## src/hdl/scx_pkg.sv

```systemverilog
// Shared types and constants for the moving-average crossover signal unit.
// No dependencies; compile first.
package scx_pkg;

  localparam int MAX_WINDOW_DEF = 64;
  localparam int PRICE_BITS_DEF = 32;

  localparam int PRICE_IN_W  = 32;
  localparam int PERIOD_W    = 7;
  localparam int QTY_W       = 32;
  localparam int COUNT_W     = 32;
  localparam int CFG_ADDR_W  = 2;
  localparam int CFG_DATA_W  = 32;

  localparam logic [PERIOD_W-1:0] RESET_FAST_PERIOD = PERIOD_W'(10);
  localparam logic [PERIOD_W-1:0] RESET_SLOW_PERIOD = PERIOD_W'(20);
  localparam logic [QTY_W-1:0]    RESET_ORDER_SIZE  = QTY_W'(1);

  // order queue depth; must be a power of two
  localparam int ORDER_Q_DEPTH = 4;

  typedef enum logic [CFG_ADDR_W-1:0] {
    REG_ENABLE,
    REG_FAST_PERIOD,
    REG_SLOW_PERIOD,
    REG_ORDER_SIZE
  } cfg_reg_t;

  typedef enum logic {
    SIDE_BUY  = 1'b0,
    SIDE_SELL = 1'b1
  } side_t;

  typedef struct packed {
    side_t               side;
    logic [QTY_W-1:0]    quantity;
    logic [COUNT_W-1:0]  trade_count;
    logic                last;
  } order_t;

  // up to two orders pushed by one price
  typedef struct packed {
    logic [1:0] count;
    order_t     first;
    order_t     second;
  } order_push_t;

  typedef struct packed {
    logic not_empty;
    logic room_for_two;
  } q_status_t;

endpackage

```

## src/hdl/scx_order_fifo.sv

```systemverilog
// Small order queue between the crossover decision stage and the output channel.
// Takes up to two orders per cycle, hands out one. Depends on scx_pkg.
module scx_order_fifo import scx_pkg::*; (
  input  logic        clk,
  input  logic        rst_n,
  input  order_push_t push,
  input  logic        pop,
  output order_t      head,
  output q_status_t   status
);

  localparam int QAW = $clog2(ORDER_Q_DEPTH);
  localparam int CW  = $clog2(ORDER_Q_DEPTH + 1);

  order_t          q_mem [ORDER_Q_DEPTH];
  logic [QAW-1:0]  wr_ptr_r;
  logic [QAW-1:0]  rd_ptr_r;
  logic [CW-1:0]   count_r;
  logic [CW-1:0]   count_nxt;

  assign count_nxt = count_r + CW'(push.count) - CW'(pop);

  // pointers wrap on their own since the depth is a power of two
  always_ff @(posedge clk) begin
    if (!rst_n) begin
      wr_ptr_r <= '0;
      rd_ptr_r <= '0;
      count_r  <= '0;
    end else begin
      wr_ptr_r <= wr_ptr_r + QAW'(push.count);
      rd_ptr_r <= rd_ptr_r + QAW'(pop);
      count_r  <= count_nxt;
    end
  end

  always_ff @(posedge clk) begin
    if (push.count != 2'd0) begin
      q_mem[wr_ptr_r] <= push.first;
    end
    if (push.count == 2'd2) begin
      q_mem[wr_ptr_r + QAW'(1)] <= push.second;
    end
  end

  assign head                = q_mem[rd_ptr_r];
  assign status.not_empty    = (count_r != '0);
  assign status.room_for_two = (count_r <= CW'(ORDER_Q_DEPTH - 2));

`ifndef ASSERT_OFF
  a_count_bound: assert property (@(posedge clk) disable iff (!rst_n)
    count_r <= CW'(ORDER_Q_DEPTH))
    else $error("order queue count above depth");

  a_pair_room: assert property (@(posedge clk) disable iff (!rst_n)
    (push.count == 2'd2) |-> (count_r <= CW'(ORDER_Q_DEPTH - 2)))
    else $error("order pair pushed without room");

  a_single_last: assert property (@(posedge clk) disable iff (!rst_n)
    (push.count == 2'd1) |-> push.first.last)
    else $error("single order not marked last");

  a_pair_order: assert property (@(posedge clk) disable iff (!rst_n)
    (push.count == 2'd2) |-> (!push.first.last && push.second.last &&
      (push.second.trade_count == push.first.trade_count + COUNT_W'(1))))
    else $error("order pair malformed");
`endif

endmodule
```

## config.mk

```make
export PLATFORM = sky130hd
export DESIGN_NAME = scx_order_fifo
export DESIGN_NICKNAME = d
export VERILOG_FILES = /design/src/hdl/scx_pkg.sv /design/src/hdl/scx_order_fifo.sv
export SDC_FILE = /design/constraint.sdc
export NUM_CORES = 1
export LEC_CHECK = 0
export BUFFER_PORTS_ARGS = -buffer_cell sky130_fd_sc_hd__clkbuf_2
export CORE_MARGIN = 2
export CORE_UTILIZATION = 40
export CTS_CLUSTER_SIZE = 16
export DETAILED_ROUTE_END_ITERATION = 12
export GPL_ROUTABILITY_DRIVEN = 0
export GPL_TIMING_DRIVEN = 0
export HOLD_SLACK_MARGIN = 0.1
export PLACE_DENSITY = 0.64
export RECOVER_POWER = 50
export SYNTH_ARGS = -nofsm -noshare
export SYNTH_HDL_FRONTEND = slang
export SYNTH_SLANG_ARGS = --single-unit
```

## constraint.sdc

```tcl
create_clock -name clk -period 8.8 [get_ports clk]
set_input_delay 0.88 -clock clk [delete_from_list [all_inputs] [get_ports clk]]
set_output_delay 0.88 -clock clk [all_outputs]
set_load 0.03 [all_outputs]
```

==> out/qor.log <==
qor: cells_and_area.drive_gt1_share 59.6%
qor: flow_run.drv_cap 4
qor: critical_path.cp_data_required_time 8.90 ns
qor: floorplan.initial_standard_cell_utilization_of_the_core 40.4%
qor: logic_synthesis.post_synthesis_instance_area 0.0131 sq mm
qor: timing.timing.max_slew.rel_slack -73.2%
qor: logic_synthesis.synth_edf_count 264
qor: critical_path.worst_r2r_startpoint wr_ptr_r[1]$_SDFF_PN0_
qor: routing.drtIter0Drc 356
qor: routing.via_count 7091
qor: floorplan.die-width 185 um
qor: power_and_ir_drop.clock_power_share 36.2%
qor: power_and_ir_drop.power 3.60 mW
qor: logic_synthesis.synthMostInstantiatedCell edfxtp_1
qor: placed_design.dpl-instance-area 0.0149 sq mm
qor: logic_synthesis.synth.top_cells.by_area edfxtp_1 61%, mux2_2 20%, mux4_2 11%, mux2_1 2.5%, dfxtp_1 1.1%
qor: power_and_ir_drop.reported_net_switching_power 0.953 mW
qor: timing.fmaxAchievable 259 MHz
qor: timing.hold_ws 0.655 ns
qor: logic_synthesis.ys.warnings.count 0
qor: routing.dr.pass1.iters 4
qor: critical_path.worstPathMaxFanout 26
qor: power_and_ir_drop.share_seq_of_total_power 44.9%
qor: routing.routedWlPerCell 21.6 um
qor: clock_tree.clock_tree.htree_level_count 2
qor: global_routing.globalRouteTotalUtil 17.9%
qor: timing.final-hold-violation-count 0
qor: clock_tree.cts.repair.resized 0
qor: floorplan.dieArea 0.0342 sq mm
qor: global_routing.grt_max_degree 27
qor: routing.post-route-drc-count 0
qor: critical_path.worstSetupStartpoint push[132]
qor: worst_hold_path.min-delay-path-class reg -> reg
qor: routing.met3WireLength 2060 um
qor: clock_tree.worst_skew_pair.late_latency 0.51 ns
qor: status.failed_checks max-capacitance violations, max-slew violations
qor: logic_synthesis.synth.cells.most_frequent 264 x edfxtp_1, 235 x mux2_2, 66 x mux4_2
qor: power_and_ir_drop.irDropWorstVdd 153 uV
qor: critical_path.r2r_slack 5.07 ns
qor: logic_synthesis.synth_async_sr_flop_share 0%
qor: clock_tree.clkSinkCount 271
qor: timing.setup_clock_skew_after_layout 0.0215 ns
qor: clock_tree.clk_root_buffer_cell clkbuf_16
qor: global_routing.grt_antenna_before_repair 2
qor: placed_design.port_buffers 203
qor: critical_path.worst_r2r_path_depth 3
qor: global_routing.grt-ovfl-total 0
qor: cells_and_area.area_growth 20.7%
qor: critical_path.crit_path_end q_mem[3][28]$_DFFE_PP_
qor: timing.drv_slew 96
qor: routing.wl_met2 14900 um
qor: clock_tree.post_cts_clock_slew_at_the_launch_and_capture_registers_of_the_worst_setup_and_hold_paths 0.05 ns
qor: critical_path.timing.rr.end q_mem[3][28]$_DFFE_PP_
qor: placed_design.place.detailed.hpwl 19400 um
qor: critical_path.critPathKind in -> reg
qor: timing.timing.final.setup_violations 0
qor: clock_tree.cts_tree yes
qor: timing.grt_setup_unrepaired no
qor: floorplan.floorplan.rows 66
qor: routing.count_of_nets_left_with_antenna_violations_after_detail_routing 0
qor: cells_and_area.stdcell_area 0.0158 sq mm
qor: status.run_status complete, but fails checks
qor: routing.top_signal_layer_used met4
qor: global_routing.grt_first_pass_wirelength 45800 um
qor: clock_tree.cts_hold_buf 0
qor: routing.detail_route.wirelength.met1 12600 um
qor: critical_path.worstPathArrival 3.96 ns
qor: clock_tree.number_of_buffers_added_by_the_clock_tree_synthesis_step 34
qor: logic_synthesis.synth.largest_area_cell edfxtp_1
qor: logic_synthesis.synth_nets 821
qor: power_and_ir_drop.p_per_area 228 mW/mm^2
qor: logic_synthesis.netlist_instances 678
qor: floorplan.die-height 185 um
qor: power_and_ir_drop.leakage 5.56 nW
qor: timing.period_share 43.9%
qor: routing.routed_wirelength 30000 um
qor: clock_tree.max-clock-path-buffers 3
qor: critical_path.end_kind register
qor: logic_synthesis.post_synth.cell_area_avg 19.3 sq um
qor: logic_synthesis.post_synthesis_sequential_area_ratio 61.6%
qor: logic_synthesis.unique_masters_post_synth 26
qor: clock_tree.post_cts_buffers 0
qor: power_and_ir_drop.p_int 2.64 mW
qor: cells_and_area.nNetsFinal 1069
qor: routing.detail_route.vias_per_cell 5.10
qor: global_routing.first_global_vias 7859
qor: logic_synthesis.yosys_register_bits 271
qor: power_and_ir_drop.switching_fraction_of_total_power 26.5%
qor: logic_synthesis.synth-main-ff-cell edfxtp_1
qor: floorplan.core-area 0.0324 sq mm
qor: timing.finalWorstPathRequiredPeriod 3.87 ns
qor: critical_path.setup.worst_path.start_class input port
qor: power_and_ir_drop.p_comb_share 18.9%
qor: logic_synthesis.synth_top_cell_area_share 60.6%
qor: timing.tightest_slew 2.59 ns
qor: floorplan.top_level_ports 205
[worst max-delay path, cell delays in order]
cell      delay [ns]
clkbuf_1        0.25
mux2i_1         0.16
nor2_1          1.27
clkbuf_1        1.37
[placed cells by master, fill, tap and decap left out, types with 5 or more instances in the layout]
| master | Yosys | layout |
|---|---|---|
| edfxtp_1 | 264 | 264 |
| mux2_2 | 235 | 234 |
| clkbuf_2 | 0 | 201 |
| mux4_2 | 66 | 66 |
| clkbuf_1 | 5 | 43 |
| clkbuf_16 | 0 | 34 |
| mux2_1 | 29 | 30 |
| buf_2 | 20 | 7 |
| dfxtp_1 | 7 | 7 |
| inv_1 | 6 | 6 |
| clkinv_1 | 0 | 6 |
| buf_4 | 13 | 5 |
| and2_1 | 5 | 5 |
| ha_1 | 5 | 5 |
| buf_12 | 0 | 5 |
[power by group through the flow]
stage / clock network [mW] / logic, mW / registers (mW)
after global routing: 1.38 / 0.733 / 1.63
after global placement: 0 / 0.662 / 1.68
final: 1.30 / 0.680 / 1.62
after floorplan: 0 / 0.455 / 1.65
after detailed placement: 0 / 0.699 / 1.64
after CTS: 1.33 / 0.703 / 1.62
[metrics by stage]
stage | setup TNS [ns] | worst slack (ns) | util [%] | cells
2_1_floorplan | 0 | 2.45 | - | 678
3_3_place_gp | -142.93 | -2.17 | 45.3 | 1323
3_5_place_dp | 0 | 5.78 | 46.0 | 1332
4_1_cts | 0 | 5.43 | 49.2 | 1389
5_1_grt | 0 | 4.61 | 48.8 | 1389
6_report | 0 | 4.93 | 48.8 | 1391
[worst min-delay path by stage]
stage	from	endpoint	slack (ns)	cells after the start
6_report	rd_ptr_r[0]$_SDFF_PN0_	rd_ptr_r[0]$_SDFF_PN0_	0.65	2
3_3_place_gp	rd_ptr_r[0]$_SDFF_PN0_	rd_ptr_r[0]$_SDFF_PN0_	0.62	2
3_5_place_dp	rd_ptr_r[0]$_SDFF_PN0_	rd_ptr_r[0]$_SDFF_PN0_	0.65	2
5_1_grt	rst_n	count_r[0]$_SDFF_PN0_	0.68	2
2_1_floorplan	rd_ptr_r[0]$_SDFF_PN0_	rd_ptr_r[0]$_SDFF_PN0_	0.58	2
4_1_cts	rst_n	wr_ptr_r[0]$_SDFF_PN0_	0.65	2
[flip-flops by register name, indices dropped and copies added (netlist names)]
| name | cells |
|---|---|
| count_r | 3 |
| wr_ptr_r | 2 |
| q_mem | 264 |
| rd_ptr_r | 2 |
[kinds of logic (layout without fill, tap and decap cells)]
family	count (synthesis)	in the layout	synth area share, %
compound gates	4	4	0.191
xor+xnor	3	3	0.411
fa+ha+maj	6	6	0.631
buf+inv	49	318	2.20
flops	271	271	61.6
mux	331	331	34.1
other cells	0	2	0
simple gates	14	14	0.812
[layout make-up]
class / instances / area (sq um)
Antenna cell: 2 / 5.00
Buffer: 43 / 189
Clock buffer: 44 / 898
Clock inverter: 13 / 131
Fill cell: 2840 / 16600
Inverter: 6 / 22.5
Multi-Input combinational cell: 358 / 4750
Sequential cell: 271 / 8070
Tap cell: 442 / 553
Timing Repair Buffer: 212 / 1180
[per-layer routing]
metal / up-vias / track usage [%]
met4: 0 / 4.03
met1: 3590 / 22.7
met2: 172 / 30.7
met5: - / 0
met3: 39 / 4.92
li1: 3290 / -
Power figures use the tool's default switching activity.
